[config.mk]
export PLATFORM = sky130hd
export DESIGN_NAME = gn3d_lerp
export DESIGN_NICKNAME = d
export VERILOG_FILES = /design/src/hw/rtl/gn3d_pkg.sv /design/src/hw/rtl/gn3d_lerp.sv
export SDC_FILE = /design/constraint.sdc
export NUM_CORES = 1
export LEC_CHECK = 0
export ABC_AREA = 1
export BUFFER_PORTS_ARGS = -buffer_cell sky130_fd_sc_hd__buf_2
export CAP_MARGIN = 20
export CELL_PAD_IN_SITES_DETAIL_PLACEMENT = 1
export CELL_PAD_IN_SITES_GLOBAL_PLACEMENT = 1
export CORE_UTILIZATION = 50
export CTS_BUF_LIST = sky130_fd_sc_hd__clkbuf_4 sky130_fd_sc_hd__clkbuf_8
export DETAILED_ROUTE_END_ITERATION = 10
export GPL_TIMING_DRIVEN = 1
export PLACE_DENSITY = 0.95
export RECOVER_POWER = 50
export SYNTH_ARGS = -nofsm -noshare
export SYNTH_HDL_FRONTEND = slang
export SYNTH_SLANG_ARGS = --single-unit
[constraint.sdc]
create_clock -name clk_i -period 23.2 [get_ports clk_i]
set_input_delay 6.96 -clock clk_i [delete_from_list [all_inputs] [get_ports clk_i]]
set_output_delay 6.96 -clock clk_i [all_outputs]
set_load 0.05 [all_outputs]
[src/hw/rtl/gn3d_pkg.sv]
`timescale 1ns / 1ps
package gn3d_pkg;

  localparam int FracBitsDef = 16;
  localparam int LatticeMaskDef = 255;
  localparam int OutFrac = 16;
  localparam int OutW = 18;

  localparam logic [7:0] PERM_ROM [256] = '{
    8'd151,8'd160,8'd137,8'd91,8'd90,8'd15,8'd131,8'd13,8'd201,8'd95,8'd96,8'd53,8'd194,8'd233,
    8'd7,8'd225,8'd140,8'd36,8'd103,8'd30,8'd69,8'd142,8'd8,8'd99,8'd37,8'd240,8'd21,8'd10,
    8'd23,8'd190,8'd6,8'd148,8'd247,8'd120,8'd234,8'd75,8'd0,8'd26,8'd197,8'd62,8'd94,8'd252,
    8'd219,8'd203,8'd117,8'd35,8'd11,8'd32,8'd57,8'd177,8'd33,8'd88,8'd237,8'd149,8'd56,8'd87,
    8'd174,8'd20,8'd125,8'd136,8'd171,8'd168,8'd68,8'd175,8'd74,8'd165,8'd71,8'd134,8'd139,8'd48,
    8'd27,8'd166,8'd77,8'd146,8'd158,8'd231,8'd83,8'd111,8'd229,8'd122,8'd60,8'd211,8'd133,8'd230,
    8'd220,8'd105,8'd92,8'd41,8'd55,8'd46,8'd245,8'd40,8'd244,8'd102,8'd143,8'd54,8'd65,8'd25,
    8'd63,8'd161,8'd1,8'd216,8'd80,8'd73,8'd209,8'd76,8'd132,8'd187,8'd208,8'd89,8'd18,8'd169,
    8'd200,8'd196,8'd135,8'd130,8'd116,8'd188,8'd159,8'd86,8'd164,8'd100,8'd109,8'd198,8'd173,8'd186,
    8'd3,8'd64,8'd52,8'd217,8'd226,8'd250,8'd124,8'd123,8'd5,8'd202,8'd38,8'd147,8'd118,8'd126,
    8'd255,8'd82,8'd85,8'd212,8'd207,8'd206,8'd59,8'd227,8'd47,8'd16,8'd58,8'd17,8'd182,8'd189,
    8'd28,8'd42,8'd223,8'd183,8'd170,8'd213,8'd119,8'd248,8'd152,8'd2,8'd44,8'd154,8'd163,8'd70,
    8'd221,8'd153,8'd101,8'd155,8'd167,8'd43,8'd172,8'd9,8'd129,8'd22,8'd39,8'd253,8'd19,8'd98,
    8'd108,8'd110,8'd79,8'd113,8'd224,8'd232,8'd178,8'd185,8'd112,8'd104,8'd218,8'd246,8'd97,8'd228,
    8'd251,8'd34,8'd242,8'd193,8'd238,8'd210,8'd144,8'd12,8'd191,8'd179,8'd162,8'd241,8'd81,8'd51,
    8'd145,8'd235,8'd249,8'd14,8'd239,8'd107,8'd49,8'd192,8'd214,8'd31,8'd181,8'd199,8'd106,8'd157,
    8'd184,8'd84,8'd204,8'd176,8'd115,8'd121,8'd50,8'd45,8'd127,8'd4,8'd150,8'd254,8'd138,8'd236,
    8'd205,8'd93,8'd222,8'd114,8'd67,8'd29,8'd24,8'd72,8'd243,8'd141,8'd128,8'd195,8'd78,8'd66,
    8'd215,8'd61,8'd156,8'd180
  };

  localparam logic [3:0] HashDupA = 4'd12;
  localparam logic [3:0] HashDupB = 4'd14;

  function automatic logic [7:0] perm(input logic [7:0] i);
    return PERM_ROM[i];
  endfunction

endpackage

[src/hw/rtl/gn3d_lerp.sv]
`timescale 1ns / 1ps
// Registered linear blend a + round(t * (b - a)).
module gn3d_lerp
  import gn3d_pkg::*;
#(
  parameter int FracBits = FracBitsDef,
  parameter int DataW    = FracBits + 4
) (
  input  logic                     clk_i,
  input  logic [FracBits:0]        t_i,
  input  logic signed [DataW-1:0]  a_i,
  input  logic signed [DataW-1:0]  b_i,
  output logic signed [DataW-1:0]  r_o
);
  localparam int PW = DataW + FracBits + 3;
  logic signed [PW-1:0] p;

  assign p = ((PW'(b_i) - PW'(a_i)) * PW'(signed'({1'b0, t_i})))
             + (PW'(1) <<< (FracBits - 1));

  always_ff @(posedge clk_i) begin
    r_o <= a_i + DataW'(p >>> FracBits);
  end
endmodule

### Word-level counts from Yosys, hierarchy flattened

Cells that the tools add are included.

* multiply operators: 1
* add/subtract/negate cells: 3

Operators with widths (count)
* 36-bit by 17-bit adder with 36-bit output (second input constant): 1
* 21-bit by 18-bit multiplier with 36-bit output: 1
* 20-bit by 20-bit subtractor with 21-bit output: 1
* 20-bit adder: 1

* register bits after elaboration: 20
* input bits: 58
* output and inout port bits: 20

### Longest topological paths before layout

* depth after elaboration: 4
* gate-level depth with buffers: 50
* gate-level depth less buffers: 49

### Least setup slack after synthesis

OpenSTA, ideal clock, no wires.

* path kind: input -> register
* start point: input b_i[0]
* end point: register r_o[19]
* cell stages on the path: 48
* buffers on the path: 1
* setup time: 0.113 ns
* arrival time: 14.452 ns
* slack: 8.635 ns
* cell sequence: inv_1 > ha_1 > fa_1 > inv_1 > nand3_1 > nand2_1 > inv_1 > o21ai_2 > a21oi_2 > xnor2_1 > inv_1 > buf_2 > nor2_1 > fa_1 > inv_1 > fa_1 > inv_1 > fa_1 > (+12 left out) > nand2_1 > nand2_1 > nand2_1 > nand2_1 > nand2_1 > xor2_1 > ha_1 > nand2_1 > o21ai_0 > nand2_1 > o211ai_1 > nand3_1 > nand3_1 > nand3_1 > nand2_1 > inv_1 > nand2_1 > nand2_1

* cells in the longest elaborated chain, start to end: 4

RTL lines
* from (decl): line gn3d_lerp.sv:12 `input logic signed [DataW-1:0] b_i,`
* 20-bit by 20-bit subtractor with 21-bit output: line gn3d_lerp.sv:18 `assign p = ((PW'(b_i) - PW'(a_i)) * PW'(signed'({1'b0, t_i})))`
* 21-bit by 18-bit multiplier with 36-bit output: line gn3d_lerp.sv:18
* 36-bit by 17-bit adder with 36-bit output: line gn3d_lerp.sv:19 `+ (PW'(1) <<< (FracBits - 1));`
* 20-bit adder: line gn3d_lerp.sv:22 `r_o <= a_i + DataW'(p >>> FracBits);`
* to (signal assigned): line gn3d_lerp.sv:22
* to (decl): line gn3d_lerp.sv:13 `output logic signed [DataW-1:0] r_o`

No other way between the ends.

### Worst setup path after layout

* start point: input b_i[0]
* end point: register r_o[15]

Same word-level chain as after synthesis.

==> out/metrics.cfg <==
[sta]
postLayoutSetupSlackWorst_ps = 6230
relSlewSlack_pct = 22.4
finalCritPeriodShare_pct = 73.2
setup_violations = 0
rsz0062_at_grt = false
finalHoldViolCount = 0
slew_violations = 0
finalCriticalPeriod_ps = 16970
tightestPinTransition_ps = 1160
fmax_ghz = 0.0589
setup_tns_ps = 0

[critical_path]
cp_data_arrival_time_ps = 17150
max_stage_delay_ps = 830
worst_path_max_delay_cell = xnor2_1
path_buf_inv = 12
critPathLaunchType = input pin
cp-end-kind = flip-flop
path_delay_family = adder cells
cp_data_required_time_ps = 23380
cp_common_cell = inv_1
crit_fanout = 11
path_class = in -> reg

[place]
dp_cells = 2447
portBuffers = 77
dp_hpwl_um = 49300
place.gp.congestion = 1.00
place_worst_setup_slack_ps = 6300

[global_route]
grt_pass1_vias = 16492
grt_pass1_wl_um = 89000
overflow = 0
grt_start_max_net_pins = 21
antenna_found_initial = 2
gr-usage-all-layers_pct = 38.1

[clocking]
clock_path_buffers = 2
cts_setup_buffers = 0
clk_pin_slew_ps = 80
cts_tree = done
cts_buffers = 3
clock_sinks = 20
cts-root-buf = clkbuf_8
post_cts_resized = 0
postCtsHoldBufs = 0
cts.htree.levels = 1

[synthesis]
synth.avg_cell_area_um2 = 7.68
synth.distinct_cells = 40
yosysWarnings = 0
syn_nets = 2557
syn_area_mm2 = 0.0155
yosysSeqAreaShare_pct = 2.59
synthCells = 2013
ys_ff_latch = 20

[floorplan]
initial_core_util_pct = 51.5
die_h_um = 178
io_pins = 78
core_mm2 = 0.0300
die_area_mm2 = 0.0316
num_rows = 63
die_w_um = 178

[status]
status = completed

[cells_and_area]
postLayoutCoreUtil_pct = 54.1
top_register = r_o
num_antenna_cells = 0
final_nets = 2606
final_cell_mix = inv_1, fa_1, nand2_1, nor2_1, ha_1
final_common_cell = inv_1
final_cells = 2450
syn_to_final_growth_pct = 5.11
reg_top3 = r_o x20
largest_reg_flops = 20
drive_gt1_share_pct = 4.81

[detailed_routing]
dr.pass1.iters = 5
wl_per_cell_um = 23.4
remaining_drc_errors = 0
wirelength_um = 57300
drtIter0Drc = 970
vias_per_cell = 5.79
ant_nets = 0
vias = 14190

[hold_path]
min_path_type = in -> reg

[run]
max_cap_viol_count = 0

worst paths after layout:
check | slack [ps] | depth (start not counted) | start | to
max | 6230 | 45 | b_i[0] | r_o[15]
min | 6990 | 2 | a_i[0] | r_o[0]
cell usage after synthesis (all sizes together):
| cell | number | area (um^2) |
|---|---|---|
| xor2 | 31 | 272 |
| and2 | 1 | 6.26 |
| nand3 | 69 | 345 |
| clkinv | 6 | 22.5 |
| o311ai | 1 | 8.76 |
| o21bai | 10 | 78.8 |
| a21oi | 68 | 344 |
| ha | 149 | 1860 |
| clkbuf | 28 | 105 |
| a31oi | 3 | 18.8 |
| nor4 | 7 | 43.8 |
| or2 | 23 | 144 |
| nand3b | 2 | 15.0 |
| a311oi | 1 | 8.76 |
| nor2 | 277 | 1040 |
| dfxtp | 20 | 400 |
| a211oi | 3 | 22.5 |
| fa | 337 | 6750 |
| o211ai | 4 | 30.0 |
| nand4 | 12 | 75.1 |
| buf | 14 | 77.6 |
| inv | 544 | 2040 |
| nor3 | 5 | 25.0 |
| o21a | 1 | 7.51 |
| nand2 | 328 | 1250 |
| a21o | 6 | 45.0 |
| a21boi | 3 | 22.5 |
| o21ai | 35 | 179 |
| o31ai | 2 | 15.0 |
| a221oi | 2 | 17.5 |
| xnor2 | 21 | 184 |
per-layer routing:
layer | vias up | routed length [um] | GRT usage, %
li1 | 5978 | - | -
met1 | 7017 | 19800 | 42.4
met2 | 852 | 27600 | 64.7
met3 | 343 | 5370 | 8.87
met4 | 0 | 4560 | 25.8
met5 | - | 0 | 0
layout make-up:
cell class,count,area (um^2)
Clock buffer,3,41.3
Fill cell,3836,13800
Inverter,550,2060
Multi-Input combinational cell,1401,12800
Sequential cell,20,400
Tap cell,390,488
Timing Repair Buffer,86,428
cells by family after synthesis:
family | synth area share (%)
flip-flops | 2.59
XOR/XNOR | 2.95
buffers and inverters | 14.5
AND/OR/NAND/NOR | 19.0
AO/OA/AOI/OAI | 5.17
adder cells (fa/ha/maj) | 55.7
per-stage QoR:
step           hold slack [ps]  instance area, um^2
3_3_place_gp              7250                16200
4_1_cts                   6990                16300
6_report                  6990                16200
5_1_grt                   7000                16200
2_1_floorplan             7090                15500
3_5_place_dp              7270                16200
Power is not shown: default switching activity piles up to over one toggle a cycle in this logic, so the estimate is an artifact.
