===== src/hw/rtl/gn3d_pkg.sv =====
`timescale 1ns / 1ps
package gn3d_pkg;

  localparam int FracBitsDef = 16;
  localparam int LatticeMaskDef = 255;
  localparam int OutFrac = 16;
  localparam int OutW = 18;

  localparam logic [7:0] PERM_ROM [256] = '{
    8'd151,8'd160,8'd137,8'd91,8'd90,8'd15,8'd131,8'd13,8'd201,8'd95,8'd96,8'd53,8'd194,8'd233,
    8'd7,8'd225,8'd140,8'd36,8'd103,8'd30,8'd69,8'd142,8'd8,8'd99,8'd37,8'd240,8'd21,8'd10,
    8'd23,8'd190,8'd6,8'd148,8'd247,8'd120,8'd234,8'd75,8'd0,8'd26,8'd197,8'd62,8'd94,8'd252,
    8'd219,8'd203,8'd117,8'd35,8'd11,8'd32,8'd57,8'd177,8'd33,8'd88,8'd237,8'd149,8'd56,8'd87,
    8'd174,8'd20,8'd125,8'd136,8'd171,8'd168,8'd68,8'd175,8'd74,8'd165,8'd71,8'd134,8'd139,8'd48,
    8'd27,8'd166,8'd77,8'd146,8'd158,8'd231,8'd83,8'd111,8'd229,8'd122,8'd60,8'd211,8'd133,8'd230,
    8'd220,8'd105,8'd92,8'd41,8'd55,8'd46,8'd245,8'd40,8'd244,8'd102,8'd143,8'd54,8'd65,8'd25,
    8'd63,8'd161,8'd1,8'd216,8'd80,8'd73,8'd209,8'd76,8'd132,8'd187,8'd208,8'd89,8'd18,8'd169,
    8'd200,8'd196,8'd135,8'd130,8'd116,8'd188,8'd159,8'd86,8'd164,8'd100,8'd109,8'd198,8'd173,8'd186,
    8'd3,8'd64,8'd52,8'd217,8'd226,8'd250,8'd124,8'd123,8'd5,8'd202,8'd38,8'd147,8'd118,8'd126,
    8'd255,8'd82,8'd85,8'd212,8'd207,8'd206,8'd59,8'd227,8'd47,8'd16,8'd58,8'd17,8'd182,8'd189,
    8'd28,8'd42,8'd223,8'd183,8'd170,8'd213,8'd119,8'd248,8'd152,8'd2,8'd44,8'd154,8'd163,8'd70,
    8'd221,8'd153,8'd101,8'd155,8'd167,8'd43,8'd172,8'd9,8'd129,8'd22,8'd39,8'd253,8'd19,8'd98,
    8'd108,8'd110,8'd79,8'd113,8'd224,8'd232,8'd178,8'd185,8'd112,8'd104,8'd218,8'd246,8'd97,8'd228,
    8'd251,8'd34,8'd242,8'd193,8'd238,8'd210,8'd144,8'd12,8'd191,8'd179,8'd162,8'd241,8'd81,8'd51,
    8'd145,8'd235,8'd249,8'd14,8'd239,8'd107,8'd49,8'd192,8'd214,8'd31,8'd181,8'd199,8'd106,8'd157,
    8'd184,8'd84,8'd204,8'd176,8'd115,8'd121,8'd50,8'd45,8'd127,8'd4,8'd150,8'd254,8'd138,8'd236,
    8'd205,8'd93,8'd222,8'd114,8'd67,8'd29,8'd24,8'd72,8'd243,8'd141,8'd128,8'd195,8'd78,8'd66,
    8'd215,8'd61,8'd156,8'd180
  };

  localparam logic [3:0] HashDupA = 4'd12;
  localparam logic [3:0] HashDupB = 4'd14;

  function automatic logic [7:0] perm(input logic [7:0] i);
    return PERM_ROM[i];
  endfunction

endpackage


===== src/hw/rtl/gn3d_grad.sv =====
`timescale 1ns / 1ps
// Gradient dot product of one corner; purely combinational selection.
module gn3d_grad
  import gn3d_pkg::*;
#(
  parameter int FracBits = FracBitsDef
) (
  input  logic [3:0]               hash_i,
  input  logic signed [FracBits+1:0] x_i,
  input  logic signed [FracBits+1:0] y_i,
  input  logic signed [FracBits+1:0] z_i,
  output logic signed [FracBits+3:0] g_o
);
  logic signed [FracBits+1:0] a, b;
  logic signed [FracBits+3:0] ae, be;

  always_comb begin
    a = (hash_i < 4'd8) ? x_i : y_i;
    if (hash_i < 4'd4) begin
      b = y_i;
    end else if (hash_i == HashDupA || hash_i == HashDupB) begin
      b = x_i;
    end else begin
      b = z_i;
    end
    ae = (FracBits+4)'(a);
    be = (FracBits+4)'(b);
    g_o = (hash_i[0] ? -ae : ae) + (hash_i[1] ? -be : be);
  end
endmodule


===== config.mk =====
export PLATFORM = sky130hd
export DESIGN_NAME = gn3d_grad
export DESIGN_NICKNAME = d
export VERILOG_FILES = /design/src/hw/rtl/gn3d_pkg.sv /design/src/hw/rtl/gn3d_grad.sv
export SDC_FILE = /design/constraint.sdc
export NUM_CORES = 1
export LEC_CHECK = 0
export ABC_AREA = 1
export BUFFER_PORTS_ARGS = -buffer_cell sky130_fd_sc_hd__buf_2
export CORE_UTILIZATION = 23
export DETAILED_ROUTE_END_ITERATION = 8
export MAX_ROUTING_LAYER = met4
export PLACE_DENSITY_LB_ADDON = 0.15
export SLEW_MARGIN = 20
export SYNTH_ARGS = -nofsm -noshare
export SYNTH_HDL_FRONTEND = slang
export SYNTH_SLANG_ARGS = --single-unit

===== constraint.sdc =====
create_clock -name vclk -period 3.2
set_input_delay 0.32 -clock vclk [all_inputs]
set_output_delay 0.32 -clock vclk [all_outputs]
set_load 0.01 [all_outputs]

# Word level (Yosys, flattened, before mapping)
# Cells that the tools add are included.
# totals
register_bits	0
latchBits	0
ramBits	0
mem_bits_ro	0
input_bits	58
out_inout_bits	20
n_memories	0
# op_classes
n_addsub	3
n_mul	0
div	0
n_lt_le_gt_ge	2
eq_ne	2
shifts	0
mux	5
n_bitwise	0
n_reduce_logical	1
# ops
op	count
18-bit 2-to-1 mux	3
20-bit 2-to-1 mux	2
18-bit negation with 20-bit output	2
20-bit adder	1
4-bit == test (second input constant)	2
4-bit by 3-bit less-than comparator with 1-bit output (second input constant)	1
4-bit less-than comparator (second input constant)	1
1-bit logical OR	1

# Depth between registers and ports, before layout
# logic_depth
ltp_word	7
ltp_mapped	26
mapped_depth_nobuf	24

# Worst setup path before layout
# OpenSTA, ideal clock, no wires.
# synth_timing
path_type	in2out
start	in hash_i[0]
end	out g_o[17]
arrival_time_ns	3.135
t_required_ns	2.880
slack_ns	-0.255
stages	21
path_buffers	2
cell_sequence	buf_4 > inv_4 > nand3_4 > buf_6 > nand2_1 > nand3_1 > nand2_2 > ha_1 > nand3_1 > nor2_2 > nand3_1 > nand2_1 > xor2_1 > inv_1 > ha_1 > nand2_1 > nor2_1 > nand2_1 > o21ai_0 > a31oi_1 > xnor2_1
# synth_via
elab_chain_len	7
word_cells_on_any_way	13
cone_classes	3 x add/sub; 2 x order compare; 2 x eq/ne; 5 x mux; 1 x reduce/logical
# synth_rtl
item	line	source
start: declaration	gn3d_grad.sv:8	input logic [3:0] hash_i,
4-bit == test	gn3d_grad.sv:21	end else if (hash_i == HashDupA || hash_i == HashDupB) begin
1-bit logical OR	gn3d_grad.sv:21	
18-bit 2-to-1 mux	gn3d_grad.sv:21	
18-bit 2-to-1 mux	gn3d_grad.sv:19	if (hash_i < 4'd4) begin
18-bit negation with 20-bit output	gn3d_grad.sv:28	g_o = (hash_i[0] ? -ae : ae) + (hash_i[1] ? -be : be);
20-bit 2-to-1 mux	gn3d_grad.sv:28	
20-bit adder *	gn3d_grad.sv:28	
end: declaration	gn3d_grad.sv:12	output logic signed [FracBits+3:0] g_o
# Mark *: on every way between the ends. The rest lies on a longest branch, timed or not.

# Final worst setup path
# layout_timing
start	in hash_i[0]
end	out g_o[18]
# The elaborated chain is that of the path after synthesis.

==> flow_summary.json <==
{
  "critPathSlowestCell": "sky130_fd_sc_hd__ha_1",
  "seq_cells": 0,
  "req_time_crit_path_ns": 2.88,
  "chipHeight_um": 110,
  "area_of_combinational_cells_with_multiple_inputs_sq_mm": 0.00300,
  "route.vias.total": 3725,
  "worst-endpoint-arrival_ns": 3.18,
  "setup_viol": 10,
  "area_delta_synth_final_pct": 89.8,
  "worst_hold_path.endpoint": "g_o[0]",
  "final.setup.worst_slack_ns": -0.303,
  "layout_common_cells": "sky130_fd_sc_hd__nand2_1, sky130_fd_sc_hd__buf_4, sky130_fd_sc_hd__buf_2",
  "synth_compound_gate_area_share": 0.145,
  "initial_drt_markers": 72,
  "detail_route.first_pass.iterations": 4,
  "syn-cell-area_sq_mm": 0.00270,
  "vias_in_the_first_global_route": 3561,
  "beginning_of_the_worst_hold_path": "y_i[0]",
  "layout.filler_cells": 1200,
  "placementRows": 39,
  "synthDistinctLibCells": 38,
  "routed_wire_length_per_instance_um": 11.6,
  "synth-adder-area-share": 0.105,
  "detail_route.vias_per_cell": 4.32,
  "path_buf_inv": 7,
  "synth-simple-area-share": 0.457,
  "count_of_antenna_diodes_in_the_layout": 0,
  "synth.net_count": 585,
  "finalHoldViolations": 0,
  "grt_max_degree": 17,
  "globalRouteOverflowTotal": 0,
  "floorplan.initialDensity": 0.237,
  "final.setup.tns_ns": -1.66,
  "slew_headroom": 0.763,
  "area_occupied_by_registers_sq_um": 0,
  "synthesis.instances": 505,
  "wire_length_of_the_first_global_routing_pass_um": 16300,
  "maxSlewViolCount": 0,
  "die_area_sq_mm": 0.0122,
  "critical_path.endpoint_type": "output pin",
  "placedInstanceArea_sq_mm": 0.00429,
  "delay_of_the_slowest_critical_path_stage_ns": 0.33,
  "post-dp-hpwl_um": 8190,
  "holdWs_ns": 1.20,
  "stdcell_area_sq_mm": 0.00513,
  "cp_cell_sequence": "buf_12 > inv_6 > nand3_4 > buf_6 > buf_4 > nand2_1 > nand2_1 > nand2_1 > nand2_2 > nor2_4 > nand2_4 > nor2_4 > buf_4 > nand3_4 > nand2_2 > o21ai_1 > ha_1 > buf_4 > a21oi_1 > o21ai_0 > a21oi_1 > nand3_1 > xor2_1 > buf_2",
  "place_ws_ns": -0.530,
  "wl_met1_um": 4590,
  "stdcell_count": 862,
  "met2WireLength_um": 4930,
  "worstMarginPinSlew_ns": 0.354,
  "drt_wl_total_um": 9980,
  "startpoint_type": "input pin",
  "cts_hold_buf": 0,
  "most_common_library_cell_in_the_layout_ignoring_fill_and_taps": "sky130_fd_sc_hd__nand2_1",
  "synth_area_per_cell_sq_um": 5.35,
  "main_combinational_cell_family_by_area_after_synthesis": "simple AND/OR/NAND/NOR gates",
  "fraction_of_final_layout_cells_sized_beyond_drive_strength_1": 0.495,
  "violations": "setup timing",
  "floorplan.die.width_um": 110,
  "met3_wirelength_um": 371,
  "post-route-period-util": 1.09,
  "power.density_mw_per_mm2": 346,
  "grt_setup_unrepaired": "true",
  "synth_seq_area_share": 0,
  "port_buffers": 78,
  "routabilityCongestion": 0.850,
  "maxCapViolCount": 0,
  "min_delay_path_depth": 7,
  "grt_util_all_layers": 0.170,
  "period_needed_ns": 3.50,
  "outcome": "finished, violations left",
  "hold_class": "input pin to output pin",
  "cp_max_fo": 7,
  "dr.max_layer_used": "met4",
  "synth-xor-area-share": 0.149,
  "num_io_pins": 78,
  "nets": 801,
  "core_area_sq_mm": 0.0114,
  "remaining_drcs": 0,
  "power_leakage_nw": 2.70,
  "crit_path_leading_delay_family": "simple AND/OR/NAND/NOR gates",
  "ys.warnings.count": 0,
  "ant_nets": 0,
  "ir_drop_mv": 0.260,
  "placedCellCount": 839,
  "post-route-util": 0.449,
  "fmax_mhz": 285,
  "total_power_mw": 1.77,
  "n_clock_buffer": 0,
  "critical_path_class": "input pin to output pin",
  "initial_antenna_violation_count": 0,
  "yosys-mux-area-fraction": 0
}
final cells by class:
type,instances,share of cell area
Timing Repair Buffer,224,0.319
Inverter,80,0.0600
Multi-Input combinational cell,415,0.586
Tap cell,143,0.0349
how the worst max path moves through the flow:
stage | to | cells after the start | from | slack, ns
after CTS | g_o[18] | 24 | hash_i[0] | -0.27
after global placement | g_o[18] | 22 | hash_i[0] | -0.53
final | g_o[18] | 24 | hash_i[0] | -0.30
after floorplan | g_o[18] | 20 | hash_i[0] | 0.0003
after global routing | g_o[18] | 24 | hash_i[0] | -0.50
after detailed placement | g_o[18] | 22 | hash_i[0] | -0.53
synthesized netlist by cell type (2+ instances only):
library cell                n  share of area
sky130_fd_sc_hd__nor2_4     4          0.017
sky130_fd_sc_hd__o21ai_0   23          0.043
sky130_fd_sc_hd__nand3_4    2          0.013
sky130_fd_sc_hd__xor2_1    32           0.10
sky130_fd_sc_hd__nand2_1  170           0.24
sky130_fd_sc_hd__nand4_1    4         0.0093
sky130_fd_sc_hd__buf_6      5          0.021
sky130_fd_sc_hd__nor3_1     2         0.0037
sky130_fd_sc_hd__nand3_1   27          0.050
sky130_fd_sc_hd__nor2_2     4         0.0093
sky130_fd_sc_hd__inv_1     76           0.11
sky130_fd_sc_hd__ha_1      21          0.097
sky130_fd_sc_hd__a31oi_1    3         0.0069
sky130_fd_sc_hd__a21o_1     3         0.0083
sky130_fd_sc_hd__buf_2      3         0.0056
sky130_fd_sc_hd__buf_1      2         0.0028
sky130_fd_sc_hd__nand3_2    4          0.015
sky130_fd_sc_hd__inv_2      2         0.0028
sky130_fd_sc_hd__xnor2_1   14          0.045
sky130_fd_sc_hd__nor2_1    44          0.061
sky130_fd_sc_hd__nand2_2    8          0.019
sky130_fd_sc_hd__o21ai_2    4          0.013
sky130_fd_sc_hd__nor3_2     2         0.0074
sky130_fd_sc_hd__o21ai_1    8          0.015
sky130_fd_sc_hd__a21oi_1   25          0.046
cell families (layout without fill, tap and decap cells):
kind of cell / after synthesis / after routing
compound gates: 70 / 70
simple gates: 276 / 277
fa+ha+maj: 22 / 22
xor+xnor: 46 / 46
buf+inv: 91 / 304
timing repair:
item	CTS	global route
resized for setup	78	67
endpoints found under the setup margin	14	14
pin swaps	40	36
gates cloned	2	0
setup buffers	13	8
report_power, final:
part	leakage, nW	internal (mW)	switching, mW
Combinational	2.70	0.898	0.875
Clock	0	0	0
Sequential	0	0	0
per-layer routing:
| metal | up-vias | track usage |
|---|---|---|
| met1 | 1635 | 0.218 |
| li1 | 2009 | - |
| met3 | 10 | 0.00529 |
| met2 | 71 | 0.309 |
| met5 | - | - |
| met4 | 0 | 0.0113 |
No activity file was read; power rests on OpenSTA's default activity.
