--- src/hw/rtl/gn3d_pkg.sv ---
`timescale 1ns / 1ps
package gn3d_pkg;

  localparam int FracBitsDef = 16;
  localparam int LatticeMaskDef = 255;
  localparam int OutFrac = 16;
  localparam int OutW = 18;

  localparam logic [7:0] PERM_ROM [256] = '{
    8'd151,8'd160,8'd137,8'd91,8'd90,8'd15,8'd131,8'd13,8'd201,8'd95,8'd96,8'd53,8'd194,8'd233,
    8'd7,8'd225,8'd140,8'd36,8'd103,8'd30,8'd69,8'd142,8'd8,8'd99,8'd37,8'd240,8'd21,8'd10,
    8'd23,8'd190,8'd6,8'd148,8'd247,8'd120,8'd234,8'd75,8'd0,8'd26,8'd197,8'd62,8'd94,8'd252,
    8'd219,8'd203,8'd117,8'd35,8'd11,8'd32,8'd57,8'd177,8'd33,8'd88,8'd237,8'd149,8'd56,8'd87,
    8'd174,8'd20,8'd125,8'd136,8'd171,8'd168,8'd68,8'd175,8'd74,8'd165,8'd71,8'd134,8'd139,8'd48,
    8'd27,8'd166,8'd77,8'd146,8'd158,8'd231,8'd83,8'd111,8'd229,8'd122,8'd60,8'd211,8'd133,8'd230,
    8'd220,8'd105,8'd92,8'd41,8'd55,8'd46,8'd245,8'd40,8'd244,8'd102,8'd143,8'd54,8'd65,8'd25,
    8'd63,8'd161,8'd1,8'd216,8'd80,8'd73,8'd209,8'd76,8'd132,8'd187,8'd208,8'd89,8'd18,8'd169,
    8'd200,8'd196,8'd135,8'd130,8'd116,8'd188,8'd159,8'd86,8'd164,8'd100,8'd109,8'd198,8'd173,8'd186,
    8'd3,8'd64,8'd52,8'd217,8'd226,8'd250,8'd124,8'd123,8'd5,8'd202,8'd38,8'd147,8'd118,8'd126,
    8'd255,8'd82,8'd85,8'd212,8'd207,8'd206,8'd59,8'd227,8'd47,8'd16,8'd58,8'd17,8'd182,8'd189,
    8'd28,8'd42,8'd223,8'd183,8'd170,8'd213,8'd119,8'd248,8'd152,8'd2,8'd44,8'd154,8'd163,8'd70,
    8'd221,8'd153,8'd101,8'd155,8'd167,8'd43,8'd172,8'd9,8'd129,8'd22,8'd39,8'd253,8'd19,8'd98,
    8'd108,8'd110,8'd79,8'd113,8'd224,8'd232,8'd178,8'd185,8'd112,8'd104,8'd218,8'd246,8'd97,8'd228,
    8'd251,8'd34,8'd242,8'd193,8'd238,8'd210,8'd144,8'd12,8'd191,8'd179,8'd162,8'd241,8'd81,8'd51,
    8'd145,8'd235,8'd249,8'd14,8'd239,8'd107,8'd49,8'd192,8'd214,8'd31,8'd181,8'd199,8'd106,8'd157,
    8'd184,8'd84,8'd204,8'd176,8'd115,8'd121,8'd50,8'd45,8'd127,8'd4,8'd150,8'd254,8'd138,8'd236,
    8'd205,8'd93,8'd222,8'd114,8'd67,8'd29,8'd24,8'd72,8'd243,8'd141,8'd128,8'd195,8'd78,8'd66,
    8'd215,8'd61,8'd156,8'd180
  };

  localparam logic [3:0] HashDupA = 4'd12;
  localparam logic [3:0] HashDupB = 4'd14;

  function automatic logic [7:0] perm(input logic [7:0] i);
    return PERM_ROM[i];
  endfunction

endpackage

--- src/hw/rtl/gn3d_fade.sv ---
`timescale 1ns / 1ps
// Fade curve over four register stages: the first forms 6t^2 - 15t + 10, each later stage multiplies by t once.
module gn3d_fade
  import gn3d_pkg::*;
#(
  parameter int FracBits = FracBitsDef
) (
  input  logic                clk_i,
  input  logic [FracBits-1:0] t_i,
  output logic [FracBits:0]   w_o
);
  localparam int QW = 2 * FracBits + 5;
  localparam int PW = QW + FracBits + 1;
  localparam logic signed [QW-1:0] One2 = QW'(1) <<< (2 * FracBits);
  localparam logic signed [PW-1:0] Half = PW'(1) <<< (FracBits - 1);

  logic signed [QW-1:0] q_d;
  logic signed [QW-FracBits-1:0] w0_q;
  logic signed [FracBits+5:0] w1_q, w2_q;
  logic [FracBits:0] w3_q;
  logic [FracBits-1:0] t0_q, t1_q, t2_q;
  logic signed [PW-1:0] p1, p2, p3, r1, r2, r3;
  logic signed [FracBits+1:0] ts0, ts1, ts2;
  logic signed [QW-1:0] tsq;

  assign tsq = QW'(signed'({1'b0, t_i}));
  assign q_d = 6 * tsq * tsq - ((15 * tsq) <<< FracBits) + 10 * One2;
  assign ts0 = signed'({2'b0, t0_q});
  assign ts1 = signed'({2'b0, t1_q});
  assign ts2 = signed'({2'b0, t2_q});
  assign p1 = PW'(w0_q) * PW'(ts0) + Half;
  assign p2 = PW'(w1_q) * PW'(ts1) + Half;
  assign p3 = PW'(w2_q) * PW'(ts2) + Half;
  assign r1 = p1 >>> FracBits;
  assign r2 = p2 >>> FracBits;
  assign r3 = p3 >>> FracBits;

  always_ff @(posedge clk_i) begin
    w0_q <= (QW-FracBits)'(((q_d + (QW'(1) <<< (FracBits - 1))) >>> FracBits));
    t0_q <= t_i;
    w1_q <= (FracBits+6)'(r1);
    t1_q <= t0_q;
    w2_q <= (FracBits+6)'(r2);
    t2_q <= t1_q;
    if (r3 < 0) begin
      w3_q <= '0;
    end else if (r3 > (PW'(1) <<< FracBits)) begin
      w3_q <= (FracBits+1)'(1) << FracBits;
    end else begin
      w3_q <= (FracBits+1)'(r3);
    end
  end

  assign w_o = w3_q;
endmodule

--- config.mk ---
export PLATFORM = sky130hd
export DESIGN_NAME = gn3d_fade
export DESIGN_NICKNAME = d
export VERILOG_FILES = /design/src/hw/rtl/gn3d_pkg.sv /design/src/hw/rtl/gn3d_fade.sv
export SDC_FILE = /design/constraint.sdc
export NUM_CORES = 2
export LEC_CHECK = 0
export BUFFER_PORTS_ARGS = -buffer_cell sky130_fd_sc_hd__clkbuf_2
export CELL_PAD_IN_SITES_DETAIL_PLACEMENT = 0
export CELL_PAD_IN_SITES_GLOBAL_PLACEMENT = 1
export CORE_ASPECT_RATIO = 1.4
export CORE_MARGIN = 3
export CORE_UTILIZATION = 55
export CTS_BUF_LIST = sky130_fd_sc_hd__clkbuf_4 sky130_fd_sc_hd__clkbuf_8
export CTS_CLUSTER_DIAMETER = 100
export DETAILED_ROUTE_END_ITERATION = 10
export PLACE_DENSITY_LB_ADDON = 0.1
export SYNTH_ARGS = -nofsm -noshare
export SYNTH_HDL_FRONTEND = slang
export SYNTH_SLANG_ARGS = --single-unit
--- constraint.sdc ---
create_clock -name clk_i -period 23.2 [get_ports clk_i]
set_input_delay 3.48 -clock clk_i [delete_from_list [all_inputs] [get_ports clk_i]]
set_output_delay 3.48 -clock clk_i [all_outputs]
set_load 0.02 [all_outputs]
## After elaboration in Yosys (flattened, before gate mapping)

Index checks and enable logic that the tools add are counted.

| word-level totals | value |
|---|---|
| flip-flop bits (word level) | 130 |
| bits of input ports | 17 |
| output and inout bits | 17 |
| word-level logic and storage cells | 24 |

| cells by class | value |
|---|---|
| add/sub/neg operators | 6 |
| $mul | 6 |
| $lt $le $gt $ge | 2 |
| muxes and demuxes | 1 |
| reductions and logical operators | 1 |

Operators with widths:

| cell | count |
|---|---|
| 38-bit by 17-bit adder with 38-bit output, second input constant | 2 |
| 39-bit by 17-bit adder with 40-bit output, second input constant | 1 |
| 22-bit by 17-bit multiplier with 39-bit output | 1 |
| 21-bit by 17-bit multiplier with 38-bit output | 1 |
| 22-bit by 17-bit multiplier with 38-bit output | 1 |
| 37-bit by 17-bit adder with 37-bit output, second input constant | 1 |
| 37-bit adder, second input constant | 1 |
| 35-bit by 36-bit subtractor with 37-bit output | 1 |
| 18-bit by 16-bit multiplier with 34-bit output | 1 |
| 24-bit by 18-bit greater-than comparator with 1-bit output, second input constant | 1 |
| 24-bit by 1-bit < comparator with 1-bit output, second input constant | 1 |
| 4-bit by 16-bit multiplier with 20-bit output, first input constant | 1 |
| 2-bit by 16-bit multiplier with 18-bit output, first input constant | 1 |
| 17-bit 2-to-1 mux | 1 |
| 2-bit OR reduction | 1 |

## Longest topological paths before layout

| depth | value |
|---|---|
| word-level depth | 5 |
| mapped depth | 46 |
| gate-level depth less buffers | 45 |

## Least setup slack after synthesis

No wires, ideal clock.

| timing | value |
|---|---|
| kind | input-to-reg |
| start | input port t_i[0] |
| end | register w0_q[19] |
| setup time | 0.072 ns |
| arrival time | 13.269 ns |
| required time | 23.128 ns |
| setup slack | 9.859 ns |
| stages on the path | 44 |
| buffers on the path | 1 |
| path through | ha_1 inv_1 fa_1 nor2b_1 o21ai_0 a21boi_0 o21ai_0 a21oi_1 o21ai_0 a21oi_1 nor2_1 xnor2_1 clkbuf_1 nand2_1 fa_1 fa_1 inv_1 fa_1 [8 not listed] o31ai_1 a21o_1 a21oi_1 o21a_1 o21a_1 o311ai_0 ha_1 ha_1 a21o_1 a21o_1 a21o_1 a21oi_1 o21bai_1 a2111oi_0 nor2_1 a211o_1 a21oi_1 xnor2_1 |

| on the way | value |
|---|---|
| longest elaborated chain between the ends | 5 |
| elaborated cells between the ends (all ways) | 6 |
| those cells by class | add/sub (3); mul (3) |

RTL lines:

| what | RTL line | source |
|---|---|---|
| start, declared | gn3d_fade.sv:9 | `input logic [FracBits-1:0] t_i,` |
| 2-bit by 16-bit multiplier with 18-bit output | gn3d_fade.sv:27 | `assign q_d = 6 * tsq * tsq - ((15 * tsq) <<< FracBits) + 10 * One2;` |
| 18-bit by 16-bit multiplier with 34-bit output | gn3d_fade.sv:27 |  |
| 35-bit by 36-bit subtractor with 37-bit output * | gn3d_fade.sv:27 |  |
| 37-bit adder * | gn3d_fade.sv:27 |  |
| 37-bit by 17-bit adder with 37-bit output * | gn3d_fade.sv:39 | `w0_q <= (QW-FracBits)'(((q_d + (QW'(1) <<< (FracBits - 1))) >>> FracBits));` |
| end signal, assigned | gn3d_fade.sv:39 |  |
| end, declared | gn3d_fade.sv:18 | `logic signed [QW-FracBits-1:0] w0_q;` |

Mark *: on every way between the ends. The rest lies on a longest branch, timed or not.
A chain may end at the register's enable or synchronous reset.

## Worst setup path in the final report

| timing | value |
|---|---|
| start | input port t_i[1] |
| end | register w0_q[19] |

The elaborated chain is that of the path after synthesis.

==> run_results.csv <==
group,metric,value,unit
setup_path,critPathKind,"in2reg",
setup_path,critPathCaptureType,"flop",
grt,grt_max_degree,36,
floorplanning,die_y,373,um
clock_tree,cts.path.max_buffers,2,
logic_synthesis,synth_edf_count,0,
clock_tree,postCtsSetupBuffers,0,
logic_synthesis,yosysWarningCount,0,
clock_tree,cts_max_level,4,
clock_tree,cts_resized,0,
setup_path,slowest_delay,0.65,ns
setup_path,crit_slowest_cell,"o311a_1",
sta,setup_tns,0,ns
clock_tree,root_buffer,"clkbuf_8",
logic_synthesis,yosysSeqAreaShare,4.91,%
sta,worst_pin_slew,1.18,ns
routing,vias,36352,
sta,rsz0062_at_grt,"no",
finish,areaGrowthSynthToFinish,2.92,%
placed_design,gp_congestion,0.856,
setup_path,arrival,15.24,ns
logic_synthesis,synthCells,5726,
sta,timing.fmax,0.0678,GHz
setup_path,crit_fanout,22,
placed_design,io_buffer_count,33,
setup_path,rr_worst_depth,21,
logic_synthesis,syn_area,53100,um^2
setup_path,r2r-start,"t1_q[5]$_DFF_P_",
sta,drv_slew,0,
clock_tree,cts_hold_buf,0,
grt,antenna_found_initial,1,
logic_synthesis,syn_area_per_cell,9.27,um^2
sta,finalSetupViolCount,0,
clock_tree,clk_pin_slew,0.09,ns
logic_synthesis,syn_nets,7551,
min_path,min_to,"t1_q[1]$_DFF_P_",
placed_design,dpl.hpwl,108,mm
sta,fin_skew,0.0239,ns
logic_synthesis,synth-async-reset-ratio,0,%
routing,viasPerCell,5.31,
setup_path,ff2ff_setup_slack,14.75,ns
sta,relSlewSlack,20.9,%
grt,grt_pass1_vias,41318,
setup_path,startpoint_type,"input pin",
setup_path,crit_buf_inv,5,
floorplanning,die_w,268,um
sta,hold_viol,0,
setup_path,crit_top_cell,"fa_1",
routing,firstDrtPassIters,5,
routing,drt-met1-wl,46.6,mm
logic_synthesis,yosysUniqueCellTypes,78,
setup_path,critPathTopFamily,"compound AO/OA/AOI/OAI gates",
grt,gr-total-overflow,0,
run,cap_violations,0,
floorplanning,pin_count,34,
floorplanning,start_util,55.5,%
sta,period_share,63.6,%
setup_path,cp.required,23.68,ns
floorplanning,core_region_area,95600,um^2
grt,grt_pass1_wl,210,mm
clock_tree,clock-sinks,130,
clock_tree,cts_tree,"done",
sta,min_period,14.76,ns
min_path,hold_start,"t0_q[1]$_DFF_P_",
logic_synthesis,ys_ff_latch,130,
logic_synthesis,synth-main-ff-cell,"dfxtp_1",
setup_path,rr_endpoint,"w2_q[21]$_DFF_P_",
clock_tree,clkLatencyLatePin,0.55,ns
routing,wirelength,125,mm
clock_tree,numCtsBuffers,17,
routing,drc,0,
routing,routed.top_layer,"met4",
routing,wl_met2,72.0,mm
routing,wl_per_cell,18.3,um
finish,drive_gt1_share,2.33,%
min_path,hold_path.class,"reg2reg",
floorplanning,die_area,100000,um^2
floorplanning,row_count,134,
routing,wl_met3,2.65,mm
routing,ant_nets,0,
min_path,hold_path_depth,1,
grt,track_usage,26.6,%
finish,num-nets-final,7431,
run_status,status,"completed",
routing,drtIter0Drc,1182,
synthesized netlist by cell type (all sizes together), types with 3 or more instances:
| master | count | area share, % |
|---|---|---|
| fa | 1281 | 48 |
| o211a | 4 | 0.075 |
| a21oi | 99 | 0.93 |
| and3 | 20 | 0.25 |
| nor2 | 122 | 0.86 |
| o211ai | 10 | 0.18 |
| nor3 | 47 | 0.48 |
| buf | 4 | 0.064 |
| and2 | 627 | 7.4 |
| nand2 | 683 | 4.8 |
| o311ai | 3 | 0.050 |
| o21ai | 67 | 0.63 |
| ha | 527 | 12 |
| a211oi | 18 | 0.26 |
| o21bai | 14 | 0.20 |
| a211o | 4 | 0.066 |
| or3 | 13 | 0.15 |
| or2 | 9 | 0.11 |
| a21o | 55 | 0.78 |
| o31a | 4 | 0.066 |
| a31oi | 12 | 0.14 |
| a2111oi | 9 | 0.16 |
| nand3 | 25 | 0.24 |
| dfxtp | 130 | 4.9 |
| nor2b | 31 | 0.37 |
| and4 | 4 | 0.066 |
| nor4 | 6 | 0.11 |
| nor3b | 7 | 0.13 |
| o21a | 27 | 0.38 |
| a221oi | 4 | 0.099 |
| inv | 1416 | 10 |
| o31ai | 12 | 0.17 |
| nand4 | 10 | 0.12 |
| clkbuf | 199 | 1.4 |
| xnor2 | 98 | 1.6 |
| nand2b | 33 | 0.39 |
| a21boi | 8 | 0.11 |
| xor2 | 44 | 0.73 |
| or4 | 4 | 0.057 |
| a31o | 3 | 0.050 |
metal layers:
| metal | global-route usage [%] | vias up |
|---|---|---|
| met1 | 29.4 | 18937 |
| met5 | 0 | - |
| met2 | 53.0 | 580 |
| met3 | 1.78 | 233 |
| met4 | 8.67 | 0 |
| li1 | - | 16602 |
final cells by class:
| class | instances | area [um^2] |
|---|---|---|
| flip-flops and latches | 130 | 2600 |
| fillers | 8745 | 41000 |
| inverters | 1416 | 5320 |
| clock buffers | 19 | 262 |
| clock inverters | 12 | 120 |
| repair buffers | 64 | 398 |
| multi-input cells | 3977 | 44400 |
| diodes | 1 | 2.50 |
| well taps | 1224 | 1530 |
how the worst max path moves through the flow:
| stage | start | to | slack, ns | depth (start not counted) |
|---|---|---|---|---|
| finish | t_i[1] | w0_q[19]$_DFF_P_ | 8.44 | 44 |
| global route | t_i[1] | w0_q[19]$_DFF_P_ | 7.67 | 44 |
| CTS | t_i[1] | w0_q[19]$_DFF_P_ | 8.52 | 44 |
| detailed placement | t_i[1] | w0_q[19]$_DFF_P_ | 7.91 | 44 |
| global placement | t_i[1] | w0_q[19]$_DFF_P_ | 8.10 | 44 |
| floorplan | t_i[0] | w0_q[19]$_DFF_P_ | 9.86 | 44 |
worst reg2reg max path, delay by kind of cell, from the launching register on:
family | cells | cell delay [ns]
DFF | 1 | 1.11
AOI/OAI and AO/OA | 6 | 2.24
xor gates and xnor gates | 1 | 0.74
and+or+nand+nor | 4 | 0.65
buffers and inverters | 3 | 0.15
adders and majority gates | 7 | 3.35
cells by family after synthesis:
group           after synthesis  share of synthesized area (%)
compound gates              375                           4.74
buf+inv                    1619                           11.5
simple gates               1649                           15.7
flops                       130                           4.91
mux                           3                         0.0684
fa+ha+maj                  1808                           60.8
xor+xnor                    142                           2.34
cell usage in the layout (no fill, tap or decap), types with 7 or more instances in the layout:
cell type / count
inv_1: 1416
fa_1: 1281
nand2_1: 683
and2_1: 627
ha_1: 527
dfxtp_1: 130
nor2_1: 122
a21oi_1: 99
xnor2_1: 96
o21ai_0: 67
a21o_1: 55
xor2_1: 44
nor3_1: 43
nand2b_1: 33
clkbuf_2: 33
nor2b_1: 31
buf_4: 31
o21a_1: 26
nand3_1: 25
and3_1: 19
clkbuf_8: 19
a211oi_1: 17
o21bai_1: 14
or3_1: 13
o31ai_1: 12
a31oi_1: 12
nand4_1: 10
a21boi_0: 8
a2111oi_0: 8
o211ai_1: 8
or2_2: 8
inv_6: 7
state kept, by name, indices dropped and copies added, names as in the netlist:
| register | cells |
|---|---|
| t0_q | 16 |
| t2_q | 16 |
| w_o | 17 |
| w1_q | 22 |
| w0_q | 21 |
| t1_q | 16 |
| w2_q | 22 |
through the flow:
stage	utilization, %	cells	hold WS (ns)	area [um^2]	worst slack [ns]
2_1_floorplan	-	5726	0.342	53100	9.86
3_5_place_dp	56.7	6811	0.597	54200	7.91
6_report	57.1	6843	0.605	54600	8.44
3_3_place_gp	56.7	6811	0.586	54200	8.10
4_1_cts	57.1	6842	0.608	54600	8.52
5_1_grt	57.1	6843	0.636	54600	7.67
Power is left out: the tool's default activity adds up to more than one toggle a clock period on the data nets, which glitch-free logic cannot reach.
